==> src/design/csb_pkg.sv <==
// Shared types and constants for the counting semaphore bank.
// Used by the store, exec and top-level design files and by the checker; depends on nothing.
package csb_pkg;

   localparam int DEFAULT_SEM_ENTRIES = 16;
   localparam int COUNT_W = 15;
   localparam logic [COUNT_W-1:0] COUNT_MAX = {COUNT_W{1'b1}};
   localparam int REQ_DATA_W = 32;
   localparam int RSP_DATA_W = 24;

   typedef enum logic [1:0] {
      OP_INIT = 2'd0,
      OP_WAIT = 2'd1,
      OP_POST = 2'd2
   } func_type;

   typedef enum logic [1:0] {
      ST_DONE  = 2'd0,
      ST_ERROR = 2'd1,
      ST_BLOCK = 2'd2
   } status_type;

   typedef struct packed {
      logic               en;
      logic [COUNT_W-1:0] value;
   } cnt_wr_type;

endpackage

==> src/design/csb_store.sv <==
// Semaphore storage: valid bit per entry in flops, counts in a memory with
// registered read and write-to-read forwarding. Depends on csb_pkg.
module csb_store #(
   parameter int SEM_ENTRIES = csb_pkg::DEFAULT_SEM_ENTRIES,
   parameter int IDX_W       = 4
) (
   input  logic                        clock,
   input  logic                        reset,
   input  logic                        rd_en,
   input  logic [IDX_W-1:0]            rd_idx,
   input  csb_pkg::cnt_wr_type         wr,
   input  logic [IDX_W-1:0]            wr_idx,
   input  logic [IDX_W-1:0]            valid_idx,
   output logic                        valid_out,
   output logic [csb_pkg::COUNT_W-1:0] count_out
);

   logic [SEM_ENTRIES-1:0]         valid_ff;
   logic [csb_pkg::COUNT_W-1:0]    mem [SEM_ENTRIES];
   logic [csb_pkg::COUNT_W-1:0]    rd_data_ff;
   logic [csb_pkg::COUNT_W-1:0]    fwd_data_ff;
   logic                           fwd_hit_ff;

   always_ff @(posedge clock) begin
      if (reset) begin
         valid_ff <= '0;
      end else if (wr.en) begin
         valid_ff[wr_idx] <= 1'b1;
      end
   end

   always_ff @(posedge clock) begin
      if (wr.en) begin
         mem[wr_idx] <= wr.value;
      end
      if (rd_en) begin
         rd_data_ff  <= mem[rd_idx];
         fwd_data_ff <= wr.value;
      end
   end

   // forward a same-cycle write to the entry being read
   always_ff @(posedge clock) begin
      if (reset) begin
         fwd_hit_ff <= 1'b0;
      end else if (rd_en) begin
         fwd_hit_ff <= wr.en && (wr_idx == rd_idx);
      end
   end

   assign valid_out = valid_ff[valid_idx];
   assign count_out = fwd_hit_ff ? fwd_data_ff : rd_data_ff;

endmodule

==> src/design/csb_exec.sv <==
// Operation logic for one request: init, wait or post against one entry.
// Combinational; depends on csb_pkg.
module csb_exec (
   input  logic [1:0]                  func,
   input  logic                        in_range,
   input  logic                        entry_valid,
   input  logic [csb_pkg::COUNT_W-1:0] count,
   input  logic [15:0]                 init_value,
   output csb_pkg::status_type         status,
   output logic                        wake,
   output logic [csb_pkg::COUNT_W-1:0] count_after,
   output csb_pkg::cnt_wr_type         wr
);

   logic known;

   always_comb begin
      known       = in_range && entry_valid;
      status      = csb_pkg::ST_ERROR;
      wake        = 1'b0;
      count_after = '0;
      wr.en       = 1'b0;
      wr.value    = init_value[csb_pkg::COUNT_W-1:0];
      if (in_range) begin
         case (func)
            csb_pkg::OP_INIT: begin
               if (!init_value[15]) begin
                  wr.en       = 1'b1;
                  status      = csb_pkg::ST_DONE;
                  count_after = init_value[csb_pkg::COUNT_W-1:0];
               end
            end
            csb_pkg::OP_WAIT: begin
               wr.value = count - 1'b1;
               if (known) begin
                  if (count == '0) begin
                     status = csb_pkg::ST_BLOCK;
                  end else begin
                     wr.en       = 1'b1;
                     status      = csb_pkg::ST_DONE;
                     count_after = wr.value;
                  end
               end
            end
            csb_pkg::OP_POST: begin
               wr.value = count + 1'b1;
               if (known && count != csb_pkg::COUNT_MAX) begin
                  wr.en       = 1'b1;
                  wake        = 1'b1;
                  status      = csb_pkg::ST_DONE;
                  count_after = wr.value;
               end
            end
            default: begin
               status = csb_pkg::ST_ERROR;
            end
         endcase
      end
   end

endmodule

==> src/design/counting_semaphore_bank_unit.sv <==
// An accepted request moves from the stage register to the response register.
// Throughput: one request per cycle unless the response stalls; the stage register
// and response register each hold one request; the count memory reads once a cycle.
// Reset clears all valid bits and empties both registers; counts stay
// undefined until an init writes them.
module counting_semaphore_bank_unit #(
   parameter int SEM_ENTRIES = csb_pkg::DEFAULT_SEM_ENTRIES
) (
   input  logic                           clock,
   input  logic                           reset,
   input  logic                           req_tvalid,
   output logic                           req_tready,
   // [1:0] func, [9:2] sem_id, [25:10] init_value, [31:26] zero
   input  logic [csb_pkg::REQ_DATA_W-1:0] req_tdata,
   output logic                           rsp_tvalid,
   input  logic                           rsp_tready,
   // [1:0] status, [2] wake, [17:3] count_after, [23:18] zero
   output logic [csb_pkg::RSP_DATA_W-1:0] rsp_tdata
);

   localparam int IDX_W = (SEM_ENTRIES > 1) ? $clog2(SEM_ENTRIES) : 1;
   localparam logic [8:0] ENTRIES_L = 9'(SEM_ENTRIES);
   localparam int PAD_W = csb_pkg::RSP_DATA_W - 3 - csb_pkg::COUNT_W;

   logic                           stg_valid_ff, stg_valid_in;
   logic [1:0]                     stg_func_ff;
   logic [7:0]                     stg_id_ff;
   logic [15:0]                    stg_init_ff;
   logic                           rsp_valid_ff, rsp_valid_in;
   logic [csb_pkg::RSP_DATA_W-1:0] rsp_data_ff, rsp_data_in;

   logic                           req_accept;
   logic                           stg_advance;
   logic                           in_range;
   logic                           entry_valid;
   logic [csb_pkg::COUNT_W-1:0]    count;
   csb_pkg::status_type            status;
   logic                           wake;
   logic [csb_pkg::COUNT_W-1:0]    count_after;
   csb_pkg::cnt_wr_type            exec_wr;
   csb_pkg::cnt_wr_type            cnt_wr;

   assign stg_advance  = stg_valid_ff && (!rsp_valid_ff || rsp_tready);
   assign req_tready   = !stg_valid_ff || stg_advance;
   assign req_accept   = req_tvalid && req_tready;
   assign stg_valid_in = req_accept || (stg_valid_ff && !stg_advance);
   assign rsp_valid_in = stg_advance || (rsp_valid_ff && !rsp_tready);
   assign in_range     = {1'b0, stg_id_ff} < ENTRIES_L;

   assign cnt_wr.en    = exec_wr.en && stg_advance;
   assign cnt_wr.value = exec_wr.value;

   assign rsp_data_in  = {{PAD_W{1'b0}}, count_after, wake, 2'(status)};

   always_ff @(posedge clock) begin
      if (reset) begin
         stg_valid_ff <= 1'b0;
         rsp_valid_ff <= 1'b0;
      end else begin
         stg_valid_ff <= stg_valid_in;
         rsp_valid_ff <= rsp_valid_in;
      end
   end

   always_ff @(posedge clock) begin
      if (req_accept) begin
         stg_func_ff <= req_tdata[1:0];
         stg_id_ff   <= req_tdata[9:2];
         stg_init_ff <= req_tdata[25:10];
      end
      if (stg_advance) begin
         rsp_data_ff <= rsp_data_in;
      end
   end

   csb_store #(
      .SEM_ENTRIES (SEM_ENTRIES),
      .IDX_W       (IDX_W)
   ) u_store (
      .clock       (clock),
      .reset       (reset),
      .rd_en       (req_accept),
      .rd_idx      (req_tdata[2 +: IDX_W]),
      .wr          (cnt_wr),
      .wr_idx      (stg_id_ff[IDX_W-1:0]),
      .valid_idx   (stg_id_ff[IDX_W-1:0]),
      .valid_out   (entry_valid),
      .count_out   (count)
   );

   csb_exec u_exec (
      .func        (stg_func_ff),
      .in_range    (in_range),
      .entry_valid (entry_valid),
      .count       (count),
      .init_value  (stg_init_ff),
      .status      (status),
      .wake        (wake),
      .count_after (count_after),
      .wr          (exec_wr)
   );

   assign rsp_tvalid = rsp_valid_ff;
   assign rsp_tdata  = rsp_data_ff;

endmodule

==> config.mk <==
export PLATFORM = sky130hd
export DESIGN_NAME = counting_semaphore_bank_unit
export DESIGN_NICKNAME = d
export VERILOG_FILES = /design/src/design/csb_pkg.sv /design/src/design/csb_store.sv /design/src/design/csb_exec.sv /design/src/design/counting_semaphore_bank_unit.sv
export SDC_FILE = /design/constraint.sdc
export NUM_CORES = 1
export LEC_CHECK = 0
export ABC_AREA = 1
export ABC_CLOCK_PERIOD_IN_PS = 8000
export BUFFER_PORTS_ARGS = -buffer_cell sky130_fd_sc_hd__clkbuf_2
export CELL_PAD_IN_SITES_DETAIL_PLACEMENT = 0
export CELL_PAD_IN_SITES_GLOBAL_PLACEMENT = 2
export CORE_MARGIN = 2
export CORE_UTILIZATION = 45
export DETAILED_ROUTE_END_ITERATION = 10
export PLACE_DENSITY_LB_ADDON = 0.15
export SETUP_SLACK_MARGIN = 0.5
export SYNTH_ARGS = -nofsm -noshare
export SYNTH_HDL_FRONTEND = slang
export SYNTH_SLANG_ARGS = --single-unit
==> constraint.sdc <==
create_clock -name clock -period 8 [get_ports clock]
set_input_delay 0.8 -clock clock [delete_from_list [all_inputs] [get_ports clock]]
set_output_delay 0.8 -clock clock [all_outputs]
set_load 0.01 [all_outputs]
==> results of run 1 <==
cell families (layout without fill, tap and decap cells):
group,after synthesis,count (layout),synth area share [%]
AOI/OAI and AO/OA,284,284,11.18
xor gates and xnor gates,9,9,0.5323
adders and majority gates,7,7,0.5915
buffers and inverters,236,296,6.456
DFF,333,333,66.25
muxes,60,60,4.056
other,1,6,0.02533
and+or+nand+nor,347,347,10.91
metrics by stage:
step                      hold WS, ns  utilization [%]  worst slack (ns)
final                          0.4356            50.91             3.780
after global routing           0.4171            50.91             3.438
after CTS                      0.4180            50.91             3.621
after detailed placement       0.4432            47.42             3.629
after global placement         0.4438            47.42             3.637
after floorplan                0.4301                -             5.404
metal layers:
layer | routed length (µm) | GRT usage [%] | up-vias
li1 | - | - | 4541
met1 | 16160 | 28.54 | 4449
met2 | 16660 | 35.16 | 189
met3 | 1449 | 3.028 | 48
met4 | 749 | 5.937 | 0
met5 | 0 | 0 | -
layout make-up:
cell class / instances / area (µm²) / area share, %
flip-flops and latches: 333 / 9809 / 59.37
multi-input cells: 713 / 4060 / 24.57
clock buffers: 46 / 991.0 / 5.997
inverters: 173 / 649.4 / 3.930
well taps: 442 / 553.0 / 3.347
repair buffers: 58 / 319.1 / 1.931
clock inverters: 19 / 141.4 / 0.8557
critical path, cell delays in order (launching register included):
cell and delay [ns]:
edfxtp_1 0.41, nor4_4 0.58, inv_1 0.08, nor2_1 0.69, inv_2 0.20, nor2_2 0.79
nand3_1 0.23, inv_1 0.82
worst paths after layout:
kind              slack (ns)                  end
setup / recovery        3.78    u_store.mem[9][5]
hold / removal          0.44       stg_init_ff[7]
hold reg to reg         0.45  u_store.valid_ff[9]
setup reg to reg        3.78    u_store.mem[9][5]
synthesized netlist by cell type (2+ instances only):
cell and n:
edfxtp_1 314, nand2_1 171, inv_1 162, o21ai_0 110
a21oi_1 85, nor2_1 67, o211ai_1 62, mux2i_1 60
nand3_1 51, clkbuf_1 38, dfxtp_1 19, nand2_2 15
a21oi_2 11, nand3_2 11, buf_4 10, buf_2 7
ha_1 7, inv_2 7, nor2_2 7, buf_1 6
nand4_1 5, o21ai_2 5, o22ai_1 5, or2_2 5
xor2_1 5, clkinv_1 4, xnor2_1 4, nand2_4 3
nand4_2 2, nor2_4 2, nor3_1 2, nor4_1 2
o21ai_1 2
power by group through the flow:
stage	Clock, mW	Combinational, mW	Sequential [mW]
final	1.59	0.233	1.95
after global routing	1.70	0.263	1.95
after CTS	1.63	0.236	1.95
after detailed placement	0	0.236	1.99
after global placement	0	0.235	1.99
after floorplan	0	0.162	1.99
sequential cells by signal, indices dropped and copies added, names as in the netlist:
register	count
stg_func_ff	2
u_store.valid_ff	16
u_store.fwd_data_ff	15
rsp_tdata	18
u_store.rd_data_ff	15
rsp_tvalid	1
u_store.fwd_hit_ff	1
u_store.mem	240
stg_valid_ff	1
stg_init_ff	16
stg_id_ff	8
==> metrics.yaml, run 1 <==
status: "finished clean"
cp_data_arrival_time_ns: 4.37
grt_usage_pct: 20.99
crit_type: "register to register"
cts.hold.buffers_added: 0
tightest_slew_ns: 1.322
cp-end-kind: "register"
min_period_ns: 4.220
cts_buffers: 38
root_buffer: "clkbuf_16"
die_w_um: 185.4
min_path_cells: 1
total_power_mw: 3.776
initial_utilization_pct: 45.62
seqPwrFrac_pct: 51.7
stdcell_area_um2: 16520
gr-total-overflow: 0
clkPwrFrac_pct: 42.1
cp-startpoint: "stg_id_ff[6]"
rsz0062_at_grt: "no"
cts_tree: "done"
yosysSeqAreaShare_pct: 66.25
drv_cap: 0
synthArstFlopShare_pct: 0
gp_congestion: 0.8470
drive_gt1_share_pct: 13.41
path_clk_slew_ns: 0.06
num_antenna_cells: 0
coreArea_um2: 32450
worstSkewPairLatency_ns: 0.54
setup_viol: 0
final_common_cell: "edfxtp_1"
cp-start-kind: "register"
regToRegStartpoint: "stg_id_ff[6]"
first_global_vias: 8871
hp-start: "req_tdata[17]"
ff2ff_path_depth: 7
p_switching_mw: 0.8561
power_density_nw_per_um2: 228.6
vias_per_cell: 5.172
synth_cells: 1277
fp.dieArea_um2: 34370
finalSetupTns_ns: 0
worstPathRequired_ns: 8.15
hold_violations: 0
p_sw_share_pct: 22.67
ant_nets: 0
antenna_found_initial: 0
post-cts-setup-buffer-count: 0
ioPinCount: 62
place_inst: 1719
placed_area_um2: 15390
vdd_drop_max_uv: 206.2
first_iter_violations: 575
p_comb_share_pct: 6.2
crit_fanout: 17
synth-edff-count: 314
skew_ns: 0.01786
synth_area_leaders: "edfxtp_1, nand2_1, inv_1"
drc: 0
report.final.slew_viol_count: 0
cts_buffer_depth: 3
hpwlAfterDp_mm: 21.45
ys_ff_latch: 333
numPortBuffers: 49
intPower_mw: 2.920
relSlewSlack_pct: 11.87
synth_top_area_cell: "edfxtp_1"
synth_top_area_share_pct: 63.68
syn_to_final_growth_pct: 11.59
vias: 9227
netlist_area_um2: 14810
hold_class: "primary input to register"
htreeDepth: 2
fp.dieH_um: 185.4
max_freq_mhz: 237.0
synth_warnings: 0
fin_nets: 1360
avgRoutedWirePerCell_um: 19.63
wl_mm: 35.02
min_period_over_period_pct: 52.75
grt_max_degree: 100
first_pass_iters: 8
synth.avg_cell_area_um2: 11.59
fp-row-count: 66
layout_common_cells: "edfxtp_1, nand2_1, inv_1"
stdcell_count: 1784
ys.flop_type: "edfxtp_1"
cts-resized-gates: 0
synthDistinctLibCells: 44
grt_first_pass_wirelength_mm: 52.85
n_fill_cell: 2992
p_leak_nw: 6.230
clock_sinks: 333
(Power assumes the default switching activity.)
==> inputs of run 2 (changes only) <==
--- a/config.mk
+++ b/config.mk
@@ -6,12 +6,12 @@
 export NUM_CORES = 1
 export LEC_CHECK = 0
 export ABC_AREA = 1
-export ABC_CLOCK_PERIOD_IN_PS = 8000
+export ABC_CLOCK_PERIOD_IN_PS = 4200
 export BUFFER_PORTS_ARGS = -buffer_cell sky130_fd_sc_hd__clkbuf_2
 export CELL_PAD_IN_SITES_DETAIL_PLACEMENT = 0
 export CELL_PAD_IN_SITES_GLOBAL_PLACEMENT = 2
 export CORE_MARGIN = 2
-export CORE_UTILIZATION = 45
+export CORE_UTILIZATION = 42
 export DETAILED_ROUTE_END_ITERATION = 10
 export PLACE_DENSITY_LB_ADDON = 0.15
 export SETUP_SLACK_MARGIN = 0.5
==> constraint.sdc (replaced) <==
create_clock -name clock -period 4.2 [get_ports clock]
set_input_delay 0.42 -clock clock [delete_from_list [all_inputs] [get_ports clock]]
set_output_delay 0.42 -clock clock [all_outputs]
set_load 0.01 [all_outputs]
==> metrics.yaml, run 2 (same netlist as run 1, synthesis figures left out) <==
ioPinCount: 62  # unchanged
grt_first_pass_wirelength_mm: 54.23  # was 52.85 mm
holdPathEnd: "stg_init_ff[6]"  # was stg_init_ff[7]
cp_data_arrival_time_ns: 3.47  # was 4.37 ns
pre_cts_slack_ns: 0.7819  # was 3.629 ns
hold_class: "primary input to register"  # unchanged
crit_fanout: 17  # unchanged
drv_cap: 0  # unchanged
cp_slowest_cell: "inv_1"  # unchanged
post-cts-setup-buffer-count: 0  # unchanged
report.final.slew_viol_count: 0  # unchanged
r2r_setup_slack_ns: 0.86  # was 3.78 ns
cts_buffers: 37  # was 38
root_buffer: "clkbuf_16"  # unchanged
layout_common_cells: "edfxtp_1, nand2_1, inv_1"  # unchanged
relSlewSlack_pct: 31.29  # was 11.87%
vias_per_cell: 5.086  # was 5.172
fp.dieH_um: 191.8  # was 185.4 µm
syn_to_final_growth_pct: 12.30  # was 11.59%
grt.met2_usage_pct: 34.59  # was 35.16%
cp_slowest_stage_delay_ns: 0.77  # was 0.82 ns
fp.dieArea_um2: 36770  # was 34370 µm²
p_comb_share_pct: 6.3  # was 6.2%
coreArea_um2: 34630  # was 32450 µm²
antenna_found_initial: 0  # unchanged
setup_viol: 0  # unchanged
grt_use_met1_pct: 26.60  # was 28.54%
placed_area_um2: 15490  # was 15390 µm²
first_global_vias: 8869  # was 8871
grt_max_degree: 87  # was 100
regMostFlops: "u_store.mem"  # unchanged
status: "finished clean"  # unchanged
grt_usage_pct: 20.10  # was 20.99%
p_leak_nw: 6.275  # was 6.230 nW
min_period_over_period_pct: 79.43  # was 52.75%
largest_reg_flops: 240  # unchanged
min_period_ns: 3.336  # was 4.220 ns
first_pass_iters: 5  # was 8
seqPwrFrac_pct: 51.3  # was 51.7%
numPortBuffers: 49  # unchanged
first_iter_violations: 485  # was 575
drc: 0  # unchanged
crit_type: "register to register"  # unchanged
wl_mm: 36.24  # was 35.02 mm
clkPwrFrac_pct: 42.4  # was 42.1%
cp-end-kind: "register"  # unchanged
max_freq_mhz: 299.7  # was 237.0 MHz
stdcell_area_um2: 16630  # was 16520 µm²
htreeDepth: 2  # unchanged
initial_utilization_pct: 42.76  # was 45.62%
ff2ff_path_depth: 12  # was 7
worstPathRequired_ns: 4.34  # was 8.15 ns
path_clk_slew_ns: 0.06  # about the same
hp-start: "req_tdata[16]"  # was req_tdata[17]
skew_ns: 0.01861  # was 0.01786 ns
intPower_mw: 5.600  # was 2.920 mW
final_common_cell: "edfxtp_1"  # unchanged
crit_chain: "inv_2 > nand2_1 > nand2_2 > inv_1 > ha_1 > nand3_2 > nor2_1 > nand2_1 > nand4_2 > nand3_4 > nand3_2 > inv_1"  # was nor4_4 > inv_1 > nor2_1 > inv_2 > nor2_2 > nand3_1 > inv_1
clock_sinks: 333  # unchanged
place_inst: 1740  # was 1719
tightest_slew_ns: 1.030  # was 1.322 ns
gr-total-overflow: 0  # unchanged
n_fill_cell: 3135  # was 2992
hpwlAfterDp_mm: 22.58  # was 21.45 mm
hold_slack_ns: 0.07170  # was 0.4356 ns
regToRegStartpoint: "u_store.fwd_hit_ff"  # was stg_id_ff[6]
worstSkewPairLatency_ns: 0.53  # was 0.54 ns
setup_ws_ns: 0.8638  # was 3.780 ns
ant_nets: 0  # unchanged
globalRouteMet3Util_pct: 3.070  # was 3.028%
rsz0062_at_grt: "no"  # unchanged
fin_nets: 1367  # was 1360
cts.hold.buffers_added: 0  # unchanged
stdcell_count: 1805  # was 1784
cts-resized-gates: 0  # unchanged
min_path_cells: 1  # unchanged
power_density_nw_per_um2: 435.6  # was 228.6 nW/µm²
gp_congestion: 0.8509  # was 0.8470
p_switching_mw: 1.643  # was 0.8561 mW
avgRoutedWirePerCell_um: 20.08  # was 19.63 µm
vdd_drop_max_uv: 285.7  # was 206.2 µV
fin_util_pct: 48.02  # was 50.91%
busiest_layer: "met2"  # unchanged
die_w_um: 191.8  # was 185.4 µm
vias: 9180  # was 9227
cts_buffer_depth: 3  # unchanged
fp-row-count: 68  # was 66
cp-start-kind: "register"  # unchanged
num_antenna_cells: 0  # unchanged
worstReg2RegEnd: "u_store.mem[6][2]"  # was u_store.mem[9][5]
finalSetupTns_ns: 0  # unchanged
total_power_mw: 7.243  # was 3.776 mW
p_sw_share_pct: 22.69  # was 22.67%
hold_violations: 0  # unchanged
drive_gt1_share_pct: 13.93  # was 13.41%
cts_tree: "done"  # unchanged
==> run 2: cell count changes in the layout (fill, tap and decap cells not counted), sizes merged <==
| cell | change |
|---|---|
| bufinv | +1 |
| clkinvlp | +1 |
| clkinv | -6 |
| buf | +8 |
| inv | +2 |
| clkbuf | +2 |
==> run 2: critical path, delay by kind of cell (launching register included) <==
family	cells	cell delay, ns
and+or+nand+nor	8	1.17
buffers and inverters	3	1.15
DFF	1	0.37
adders and majority gates	1	0.23
==> run 2: worst max-delay path by stage <==
| stage | from | depth (start not counted) | to | slack (ns) |
|---|---|---|---|---|
| 2_1_floorplan | u_store.fwd_hit_ff | 14 | u_store.mem[10][0] | 1.68 |
| 3_3_place_gp | u_store.fwd_hit_ff | 12 | u_store.mem[5][9] | 0.81 |
| 3_5_place_dp | u_store.fwd_hit_ff | 12 | u_store.mem[9][14] | 0.78 |
| 4_1_cts | u_store.fwd_hit_ff | 12 | u_store.mem[9][10] | 0.79 |
| 5_1_grt | u_store.fwd_hit_ff | 12 | u_store.mem[6][2] | 0.62 |
| 6_report | u_store.fwd_hit_ff | 12 | u_store.mem[6][2] | 0.86 |
==> run 2: per-layer routing <==
metal	wire length, µm	share of wire (%)
met2	17810	49
met5	0	0
met1	16340	45
met3	1351	3.7
met4	738	2.0
==> run 2: final cells by class <==
class | instances | area [µm²] | share of cell area, %
flip-flops and latches | 333 | 9809 | 58.99
multi-input cells | 713 | 4060 | 24.42
clock buffers | 48 | 977.2 | 5.877
inverters | 173 | 649.4 | 3.905
well taps | 455 | 569.3 | 3.424
repair buffers | 66 | 404.1 | 2.430
clock inverters | 17 | 158.9 | 0.9556
==> run 2: power by group through the flow <==
| stage | combinational [mW] | sequential [mW] | clock [mW] |
|---|---|---|---|
| after floorplan | 0.309 | 3.78 | 0 |
| after global placement | 0.458 | 3.79 | 0 |
| after detailed placement | 0.460 | 3.79 | 0 |
| after CTS | 0.462 | 3.72 | 3.14 |
| after global routing | 0.509 | 3.72 | 3.27 |
| final | 0.456 | 3.72 | 3.07 |
